### src/hw/rtl/lwc_ram.sv
`default_nettype none
module lwc_ram #(
	parameter int W = 8,
	parameter int D = 64,
	localparam int AW = (D > 1) ? $clog2(D) : 1
) (
	input  wire logic          clk,
	input  wire logic          we,
	input  wire logic [AW-1:0] waddr,
	input  wire logic [W-1:0]  wdata,
	input  wire logic          re,
	input  wire logic [AW-1:0] raddr,
	output logic      [W-1:0]  rdata
);

	logic [W-1:0] mem [D];

	always_ff @(posedge clk) begin
		if (we) begin
			mem[waddr] <= wdata;
		end
	end

	always_ff @(posedge clk) begin
		if (re) begin
			rdata <= mem[raddr];
		end
	end

endmodule
`default_nettype wire

### config.mk
export PLATFORM = sky130hd
export DESIGN_NAME = lwc_ram
export DESIGN_NICKNAME = d
export VERILOG_FILES = /design/src/hw/rtl/lwc_ram.sv
export SDC_FILE = /design/constraint.sdc
export NUM_CORES = 1
export LEC_CHECK = 0
export ABC_AREA = 0
export BUFFER_PORTS_ARGS = -buffer_cell sky130_fd_sc_hd__buf_2
export CELL_PAD_IN_SITES_DETAIL_PLACEMENT = 1
export CELL_PAD_IN_SITES_GLOBAL_PLACEMENT = 1
export CORE_ASPECT_RATIO = 1.25
export CORE_MARGIN = 2
export CORE_UTILIZATION = 55
export CTS_BUF_LIST = sky130_fd_sc_hd__clkbuf_8
export DETAILED_ROUTE_END_ITERATION = 16
export PLACE_DENSITY = 0.87
export SETUP_SLACK_MARGIN = 0.15
export SLEW_MARGIN = 20
export SYNTH_ARGS = -nofsm -noshare
export SYNTH_HDL_FRONTEND = slang
export SYNTH_SLANG_ARGS = --single-unit
export TNS_END_PERCENT = 20
### constraint.sdc
create_clock -name clk -period 5.9 [get_ports clk]
set_clock_uncertainty 0.15 [all_clocks]
set_input_delay 0.59 -clock clk [delete_from_list [all_inputs] [get_ports clk]]
set_output_delay 0.59 -clock clk [all_outputs]
set_load 0.005 [all_outputs]
Word-level counts from Yosys, hierarchy flattened
Memory sizes are Yosys's and may differ from the RTL's. A register that Yosys moved wholly into a read port is not among the register bits.
Cells that the tools add are included.
W data, S select, Z words.
{"block": "op_classes", "muxes": 2}
{"op": "$mux W1", "count": 2}
{"block": "word_totals", "out_inout_bits": 8, "mem_count": 1, "ramBits": 512, "in_bits": 23, "register_bits": 0}
{"memory": "mem", "depth": 64, "word_bits": 8, "rd": 1, "rd_clocked_by_memory_dff": 1, "wr": 1, "line_no": "16", "rtl": "logic [W-1:0] mem [D];"}

Depth between registers and ports, before layout
Gate-level depths: netlist (run 1).
{"block": "logic_depth", "depth_word": 2, "mapped_depth": 9, "depth_no_buf": 5}

Worst setup path after synthesis (run 1)
No wires, ideal clock.
{"block": "synth_path", "kind": "input to register", "start": "input port raddr[1]", "end": "register rdata[3], read port of mem (data pin)", "required_time_ns": 5.484, "stages": 7, "arrival_ns": 2.130, "slack_ns": 3.354, "setup_time_ns": 0.266, "cell_sequence": "buf_4 -> buf_2 -> buf_2 -> mux4_2 -> mux4_2 -> o21ai_1 -> o41ai_1"}
{"item": "start: declaration", "line_no": "12", "rtl": "input wire logic [AW-1:0] raddr,"}
{"item": "end: declaration", "line_no": "13", "rtl": "output logic [W-1:0] rdata"}

==> metrics.txt, run 1 <==
# TYPE chip_impl_metric gauge
chip_impl_info{name="outcome",value="complete, no violations"} 1
chip_impl_info{name="cts_tree",value="built"} 1
chip_impl_metric{name="final_core_utilization",unit=""} 0.611
chip_impl_metric{name="yosys.area_share.xor_xnor",unit=""} 0
chip_impl_info{name="crit_path_end_kind",value="flop"} 1
chip_impl_metric{name="placement_rows",unit=""} 78
chip_impl_metric{name="slew_limit_fails",unit=""} 0
chip_impl_metric{name="clock_insertion_delay_worst_skew",unit="ns"} 0.65
chip_impl_metric{name="timing.critical_path.arrival",unit="ns"} 3.28
chip_impl_metric{name="post_drt_via_cell_ratio",unit=""} 6.69
chip_impl_metric{name="register_area_share_after_synthesis",unit=""} 0.771
chip_impl_metric{name="post_cts_resized",unit=""} 0
chip_impl_metric{name="synthesized_area_fraction_occupied_by_and_or_nand_nor_cells",unit=""} 0.0337
chip_impl_metric{name="number_of_standard_cells_after_synthesis",unit=""} 940
chip_impl_metric{name="worst-slew-pin-transition",unit="ns"} 1.17
chip_impl_metric{name="fp.coreArea",unit="µm²"} 36300
chip_impl_metric{name="clk_transition_reported_paths",unit="ns"} 0.07
chip_impl_info{name="cts_root_buffer",value="sky130_fd_sc_hd__clkbuf_8"} 1
chip_impl_metric{name="asyncSetResetFlopFracSynth",unit=""} 0
chip_impl_metric{name="reg2reg_depth",unit=""} 5
chip_impl_info{name="critPathKind",value="in -> reg"} 1
chip_impl_info{name="timing.rr.start",value="mem[21][4]"} 1
chip_impl_metric{name="die-height",unit="µm"} 219
chip_impl_info{name="dominantRegCellSynth",value="sky130_fd_sc_hd__edfxtp_1"} 1
chip_impl_metric{name="clk_path_buf_depth",unit=""} 3
chip_impl_metric{name="maxCapViolations",unit=""} 0
chip_impl_metric{name="die_area",unit="µm²"} 38400
chip_impl_metric{name="chip_width",unit="µm"} 176
chip_impl_metric{name="netlist-cell-type-count",unit=""} 39
chip_impl_metric{name="drt-total-wl",unit="µm"} 51200
chip_impl_metric{name="setup_viol",unit=""} 0
chip_impl_metric{name="synth-compound-area-share",unit=""} 0.0206
chip_impl_info{name="worstHoldStart",value="re"} 1
chip_impl_info{name="rsz_0062_raised_after_global_routing",value="no"} 1
chip_impl_metric{name="cell_area_placed",unit="µm²"} 20800
chip_impl_metric{name="h-tree-depth",unit=""} 3
chip_impl_metric{name="cts_hold_buf",unit=""} 0
chip_impl_metric{name="post-cts-setup-buffer-count",unit=""} 0
chip_impl_metric{name="period_minus_slack",unit="ns"} 3.05
chip_impl_metric{name="crit_path_max_fanout",unit=""} 80
chip_impl_metric{name="cp.required",unit="ns"} 6.12
chip_impl_metric{name="synth_adder_area_share",unit=""} 0
chip_impl_metric{name="fmax",unit="MHz"} 327
chip_impl_metric{name="synth_enable_flop_cells",unit=""} 520
chip_impl_metric{name="ys_warn_count",unit=""} 0
chip_impl_metric{name="syn-mean-instance-area",unit="µm²"} 21.5
chip_impl_metric{name="final_net_count",unit=""} 1026
chip_impl_info{name="synth_area_leaders",value="sky130_fd_sc_hd__edfxtp_1 (77%), sky130_fd_sc_hd__mux4_2 (14%), sky130_fd_sc_hd__nor2_1 (1.5%)"} 1
chip_impl_metric{name="globalplace.congestion",unit=""} 0.800
chip_impl_metric{name="grt_start_max_net_pins",unit=""} 81
chip_impl_info{name="synth_top_area_cell",value="sky130_fd_sc_hd__edfxtp_1"} 1
chip_impl_metric{name="dpl.hpwl",unit="µm"} 28700
chip_impl_metric{name="cts_inserted_buffers",unit=""} 73
chip_impl_metric{name="route.detailed.wl_per_inst",unit="µm"} 33.4
chip_impl_metric{name="synth_mux_area_frac",unit=""} 0.159
chip_impl_info{name="largest_family_of_logic_cells_by_synthesized_area",value="multiplexers"} 1
chip_impl_metric{name="initial_antenna_violation_count",unit=""} 3
chip_impl_metric{name="report.power.total",unit="mW"} 7.22
chip_impl_metric{name="share_of_the_cycle_needed_by_the_critical_path_after_routing",unit=""} 0.518
chip_impl_metric{name="synth_top_area_frac",unit=""} 0.771
chip_impl_metric{name="drtPass1Iterations",unit=""} 6
chip_impl_metric{name="synth_fp_nets",unit=""} 963
chip_impl_metric{name="place.detailed.instances",unit=""} 1408
chip_impl_metric{name="number_of_global_route_vias_before_repair",unit=""} 10800
chip_impl_info{name="hold-path-endpoint",value="rdata[2]"} 1
chip_impl_metric{name="p_leak",unit="nW"} 6.92
chip_impl_metric{name="power_per_cell_area",unit="nW/µm²"} 326
chip_impl_metric{name="grt_use_total",unit=""} 0.280
chip_impl_metric{name="drive_gt1_frac",unit=""} 0.260
chip_impl_metric{name="report.final.hold_viol_count",unit=""} 0
chip_impl_info{name="cp-startpoint",value="raddr[0]"} 1
chip_impl_info{name="critical_path.reg2reg.endpoint",value="rdata[4]"} 1
chip_impl_metric{name="buffer_ports.inserted",unit=""} 30
chip_impl_metric{name="holdPathStages",unit=""} 1
chip_impl_metric{name="final.setup.tns",unit="ns"} 0
chip_impl_metric{name="synthesis.area",unit="µm²"} 20200
chip_impl_metric{name="worst_hold_slack",unit="ns"} 0.174
chip_impl_metric{name="stdcell_area",unit="µm²"} 22200
chip_impl_metric{name="initial_core_util",unit=""} 0.558
chip_impl_metric{name="max_vdd_drop",unit="mV"} 0.150
chip_impl_metric{name="dr_total_vias",unit=""} 10300
chip_impl_metric{name="reg2reg_slack",unit="ns"} 3.33
chip_impl_metric{name="clock_tree_sinks",unit=""} 520
chip_impl_metric{name="post-route-drc-count",unit=""} 0
chip_impl_info{name="hold_path_class",value="in -> reg"} 1
chip_impl_info{name="critPathLaunchType",value="input port"} 1
chip_impl_metric{name="postSynthRegisterBits",unit=""} 520
chip_impl_metric{name="detailedRoute.firstIterationViolations",unit=""} 1319
chip_impl_metric{name="syn_to_final_growth",unit="%"} 9.49
chip_impl_metric{name="place_worst_setup_slack",unit="ns"} 2.15
chip_impl_metric{name="grt_overflow",unit=""} 0
chip_impl_metric{name="final_critical_path_setup_slack",unit="ns"} 2.85
chip_impl_metric{name="floorplan.io_pins",unit=""} 31
chip_impl_metric{name="slew_headroom",unit=""} 0.215
chip_impl_metric{name="ant_nets",unit=""} 0
chip_impl_metric{name="post_layout_nonfiller_instances",unit=""} 1535
chip_impl_metric{name="first_pass_grt_wire_length",unit="µm"} 75800
[cells in the mapped netlist, types with 3 or more instances]
cell type / instances
sky130_fd_sc_hd__o2bb2ai_1: 3
sky130_fd_sc_hd__nand2_1: 19
sky130_fd_sc_hd__edfxtp_1: 520
sky130_fd_sc_hd__mux4_2: 126
sky130_fd_sc_hd__clkbuf_1: 17
sky130_fd_sc_hd__nor2_1: 83
sky130_fd_sc_hd__buf_1: 4
sky130_fd_sc_hd__buf_6: 4
sky130_fd_sc_hd__a21oi_1: 3
sky130_fd_sc_hd__nor3_1: 7
sky130_fd_sc_hd__o221ai_1: 8
sky130_fd_sc_hd__a22oi_1: 3
sky130_fd_sc_hd__nor2b_1: 14
sky130_fd_sc_hd__a221oi_1: 6
sky130_fd_sc_hd__nand2b_1: 7
sky130_fd_sc_hd__nand3b_1: 3
sky130_fd_sc_hd__nand3_1: 13
sky130_fd_sc_hd__a211oi_1: 4
sky130_fd_sc_hd__o22ai_1: 8
sky130_fd_sc_hd__mux2_2: 13
sky130_fd_sc_hd__mux2i_1: 23
sky130_fd_sc_hd__buf_2: 11
sky130_fd_sc_hd__o2111ai_1: 3
sky130_fd_sc_hd__buf_4: 13
[cells by family (layout without fill, tap and decap cells)]
kind of cell / count (synthesis) / in the layout
AO/OA/AOI/OAI: 54 / 54
buffers and inverters: 51 / 165
flip-flops: 520 / 520
multiplexers: 162 / 162
other: 0 / 1
AND/OR/NAND/NOR: 153 / 153
[registers in the layout, indices dropped and copies added, names as in the netlist]
| signal | count |
|---|---|
| rdata | 8 |
| mem | 512 |
[critical path, cell delays in order]
cell and delay, ns:
sky130_fd_sc_hd__clkbuf_8 0.63, sky130_fd_sc_hd__buf_12 0.48, sky130_fd_sc_hd__mux4_2 0.60, sky130_fd_sc_hd__mux4_2 0.54, sky130_fd_sc_hd__o21ai_1 0.19, sky130_fd_sc_hd__o41ai_1 0.12
[cell usage in the layout, fill, tap and decap left out, drive strengths merged, types with 13 or more instances in the layout]
cell	synthesis	final
buf	34	38
clkbuf	17	78
clkinv	0	19
edfxtp	520	520
inv	0	22
mux2	13	13
mux2i	23	23
mux4	126	126
nand2	19	19
nand3	13	13
nor2	83	83
nor2b	14	14
[report_power, final]
group          total (mW)  internal (mW)  switching [mW]
clock network        2.74           1.38            1.35
registers            4.11           4.10          0.0125
logic               0.376          0.134           0.242
total                7.22           5.61            1.61
[worst max path at each step]
stage	endpoint	slack, ns
finish	rdata[3]	2.85
global placement	rdata[4]	2.21
detailed placement	rdata[3]	2.15
CTS	rdata[4]	2.80
global route	rdata[4]	2.69
floorplan	rdata[3]	3.35
[final cells by class]
class,instances,area (µm²)
well taps,480,601
flip-flops and latches,520,15600
clock inverters,49,315
fillers,3022,14100
clock buffers,77,1060
diodes,1,2.50
multi-input cells,369,4320
repair buffers,39,259
[layer usage]
metal,track usage,up-vias,part of all wire
met5,0,-,0.00049
met4,0.119,4,0.039
met3,0.0579,120,0.094
met2,0.458,703,0.51
met1,0.372,5389,0.36
li1,-,4060,-
Power figures use the tool's default switching activity.
==> inputs of run 2 (changes only) <==
Clock period 5.9 ns to 3 ns, I/O delays scaled along.
==> run 2 against run 1 <==
- non-clock buffer count rose by 108
- sequential power increased by 97%
- count of clock-buffer cells in the layout is 2 higher
- worst hold slack got worse by 0.14 ns
- cell count up 7.3%
- cell area grew 4.0%
- sequential share of layout area down 2.7 points
- clock power increased by 99%
- die area stayed put
- via count rose by 6.9%
- register-to-register slack worse by 2.8 ns
- critical path type is now reg -> reg
==> metrics.txt, run 2 (synthesized netlist as in run 1, its figures left out) <==
# TYPE chip_impl_metric gauge
chip_impl_info{name="outcome",value="complete, no violations"} 1
chip_impl_metric{name="slew_limit_fails",unit=""} 0
chip_impl_info{name="busiest_layer",value="met2"} 1
chip_impl_metric{name="p_leak",unit="nW"} 7.51
chip_impl_metric{name="final_net_count",unit=""} 1135
chip_impl_metric{name="final.setup.tns",unit="ns"} 0
chip_impl_metric{name="initial_core_util",unit=""} 0.558
chip_impl_metric{name="share_of_the_cycle_needed_by_the_critical_path_after_routing",unit=""} 0.821
chip_impl_info{name="mostFrequentLayoutCell",value="sky130_fd_sc_hd__edfxtp_1"} 1
chip_impl_metric{name="power_per_cell_area",unit="nW/µm²"} 623
chip_impl_metric{name="reg2reg_depth",unit=""} 6
chip_impl_metric{name="die_area",unit="µm²"} 38400
chip_impl_metric{name="first_pass_grt_wire_length",unit="µm"} 84200
chip_impl_metric{name="placement_rows",unit=""} 78
chip_impl_metric{name="dr_total_vias",unit=""} 11000
chip_impl_metric{name="globalplace.congestion",unit=""} 0.867
chip_impl_metric{name="clk_path_buf_depth",unit=""} 3
chip_impl_info{name="cts_root_buffer",value="sky130_fd_sc_hd__clkbuf_8"} 1
chip_impl_metric{name="crit_path_max_fanout",unit=""} 1
chip_impl_metric{name="grtUsageMet1",unit=""} 0.387
chip_impl_metric{name="nFillCells",unit=""} 3028
chip_impl_metric{name="report.power.total",unit="mW"} 14.4
chip_impl_info{name="timing.rr.start",value="mem[24][6]"} 1
chip_impl_metric{name="cts_inserted_buffers",unit=""} 74
chip_impl_info{name="crit_path_end_kind",value="flop"} 1
chip_impl_metric{name="timing.critical_path.arrival",unit="ns"} 2.71
chip_impl_info{name="critPathLaunchType",value="flop"} 1
chip_impl_metric{name="worst-slew-pin-transition",unit="ns"} 0.852
chip_impl_info{name="critical_path.slowest_cell",value="sky130_fd_sc_hd__mux4_2"} 1
chip_impl_metric{name="reg2reg_slack",unit="ns"} 0.54
chip_impl_info{name="worstHoldStart",value="wdata[1]"} 1
chip_impl_metric{name="dpl.hpwl",unit="µm"} 32700
chip_impl_info{name="critPathKind",value="reg -> reg"} 1
chip_impl_metric{name="clk_transition_reported_paths",unit="ns"} 0.07
chip_impl_metric{name="maxCapViolations",unit=""} 0
chip_impl_metric{name="crit_path_max_incr_delay",unit="ns"} 0.49
chip_impl_info{name="top_regs",value="mem: 512 flops, rdata: 8 flops"} 1
chip_impl_metric{name="post_cts_resized",unit=""} 0
chip_impl_metric{name="grtUsageMet2",unit=""} 0.528
chip_impl_metric{name="number_of_global_route_vias_before_repair",unit=""} 11800
chip_impl_info{name="crit_path_cell_trace",value="mux4_2, mux2_2, o221a_2, nor3_1, buf_4, o32ai_1"} 1
chip_impl_metric{name="post_drt_via_cell_ratio",unit=""} 6.67
chip_impl_info{name="hold-path-endpoint",value="mem[4][1]"} 1
chip_impl_metric{name="buffer_ports.inserted",unit=""} 30
chip_impl_metric{name="report.final.hold_viol_count",unit=""} 0
chip_impl_metric{name="chip_width",unit="µm"} 176
chip_impl_metric{name="floorplan.io_pins",unit=""} 31
chip_impl_metric{name="die-height",unit="µm"} 219
chip_impl_metric{name="h-tree-depth",unit=""} 3
chip_impl_info{name="cts_tree",value="built"} 1
chip_impl_metric{name="clock_tree_sinks",unit=""} 520
chip_impl_info{name="largest-register",value="mem"} 1
chip_impl_metric{name="holdPathStages",unit=""} 1
chip_impl_info{name="rsz_0062_raised_after_global_routing",value="no"} 1
chip_impl_metric{name="post-route-drc-count",unit=""} 0
chip_impl_metric{name="ant_nets",unit=""} 0
chip_impl_metric{name="drt-total-wl",unit="µm"} 57200
chip_impl_metric{name="syn_to_final_growth",unit="%"} 13.8
chip_impl_metric{name="max_vdd_drop",unit="mV"} 0.261
chip_impl_info{name="critical_path.reg2reg.endpoint",value="rdata[6]"} 1
chip_impl_metric{name="clock_insertion_delay_worst_skew",unit="ns"} 0.67
chip_impl_info{name="hold_path_class",value="in -> reg"} 1
chip_impl_metric{name="grt_use_total",unit=""} 0.311
chip_impl_metric{name="use_met3",unit=""} 0.0628
chip_impl_metric{name="cp.required",unit="ns"} 3.25
chip_impl_metric{name="grt_overflow",unit=""} 0
chip_impl_metric{name="worst_hold_slack",unit="ns"} 0.0313
chip_impl_metric{name="slew_headroom",unit=""} 0.432
chip_impl_metric{name="detailedRoute.firstIterationViolations",unit=""} 1538
chip_impl_metric{name="drive_gt1_frac",unit=""} 0.324
chip_impl_metric{name="initial_antenna_violation_count",unit=""} 0
chip_impl_metric{name="period_minus_slack",unit="ns"} 2.46
chip_impl_metric{name="route.detailed.wl_per_inst",unit="µm"} 34.7
chip_impl_metric{name="drtPass1Iterations",unit=""} 5
chip_impl_metric{name="grt_start_max_net_pins",unit=""} 65
chip_impl_metric{name="number_of_flip_flops_under_the_largest_register_name",unit=""} 512
chip_impl_info{name="layout.cells.most_common_list",value="sky130_fd_sc_hd__edfxtp_1 (520), sky130_fd_sc_hd__mux4_2 (126), sky130_fd_sc_hd__buf_4 (110)"} 1
chip_impl_metric{name="fmax",unit="MHz"} 406
chip_impl_metric{name="fp.coreArea",unit="µm²"} 36300
chip_impl_metric{name="setup_viol",unit=""} 0
-- run 2: metal layers --
metal / part of all wire / wire [µm]
met3: 0.093 / 5300
met5: 0 / 0
met1: 0.34 / 19700
met4: 0.048 / 2770
met2: 0.51 / 29400
-- run 2: worst max-delay path: cells and delay by family (launching register included) --
kind / cells / cell delay [ns]
compound gates: 2 / 0.40
mux: 2 / 0.78
simple gates: 1 / 0.30
flops: 1 / 0.39
buf+inv: 1 / 0.21
-- run 2: through the flow --
| stage | instances | worst slack (ns) | util | cell area (µm²) |
|---|---|---|---|---|
| 6_report | 1647 | 0.537 | 0.635 | 23000 |
| 3_3_place_gp | 1511 | 0.342 | 0.595 | 21600 |
| 3_5_place_dp | 1511 | 0.277 | 0.595 | 21600 |
| 4_1_cts | 1646 | 0.523 | 0.635 | 23000 |
| 5_1_grt | 1646 | 0.481 | 0.635 | 23000 |
| 2_1_floorplan | 940 | 0.744 | - | 20200 |
-- run 2: layout make-up --
class | count | area [µm²] | share of cell area
clock inverters | 51 | 289 | 0.0125
flip-flops and latches | 520 | 15600 | 0.678
repair buffers | 147 | 1130 | 0.0492
clock buffers | 79 | 1090 | 0.0472
well taps | 480 | 601 | 0.0261
multi-input cells | 369 | 4320 | 0.187
diodes | 1 | 2.50 | 0.000109
-- run 2: worst max-delay path by stage --
stage / startpoint / end / slack (ns) / cells past startpoint
4_1_cts: mem[24][6] / rdata[6] / 0.52 / 6
2_1_floorplan: raddr[1] / rdata[3] / 0.74 / 7
5_1_grt: mem[24][6] / rdata[6] / 0.48 / 6
6_report: mem[24][6] / rdata[6] / 0.54 / 6
3_3_place_gp: raddr[1] / rdata[3] / 0.34 / 7
3_5_place_dp: raddr[0] / rdata[0] / 0.28 / 8
-- run 2: power breakdown --
group          total [mW]  leakage (nW)  internal [mW]  switching, mW
clock                5.45         0.795           2.69           2.76
sequential           8.08          4.69           8.05         0.0265
combinational       0.833          2.03          0.311          0.523
-- run 2: timing repair --
item,4_1_cts,5_1_grt
setup buffers,0,0
endpoints found under the hold margin,28,0
hold buffers,5,0
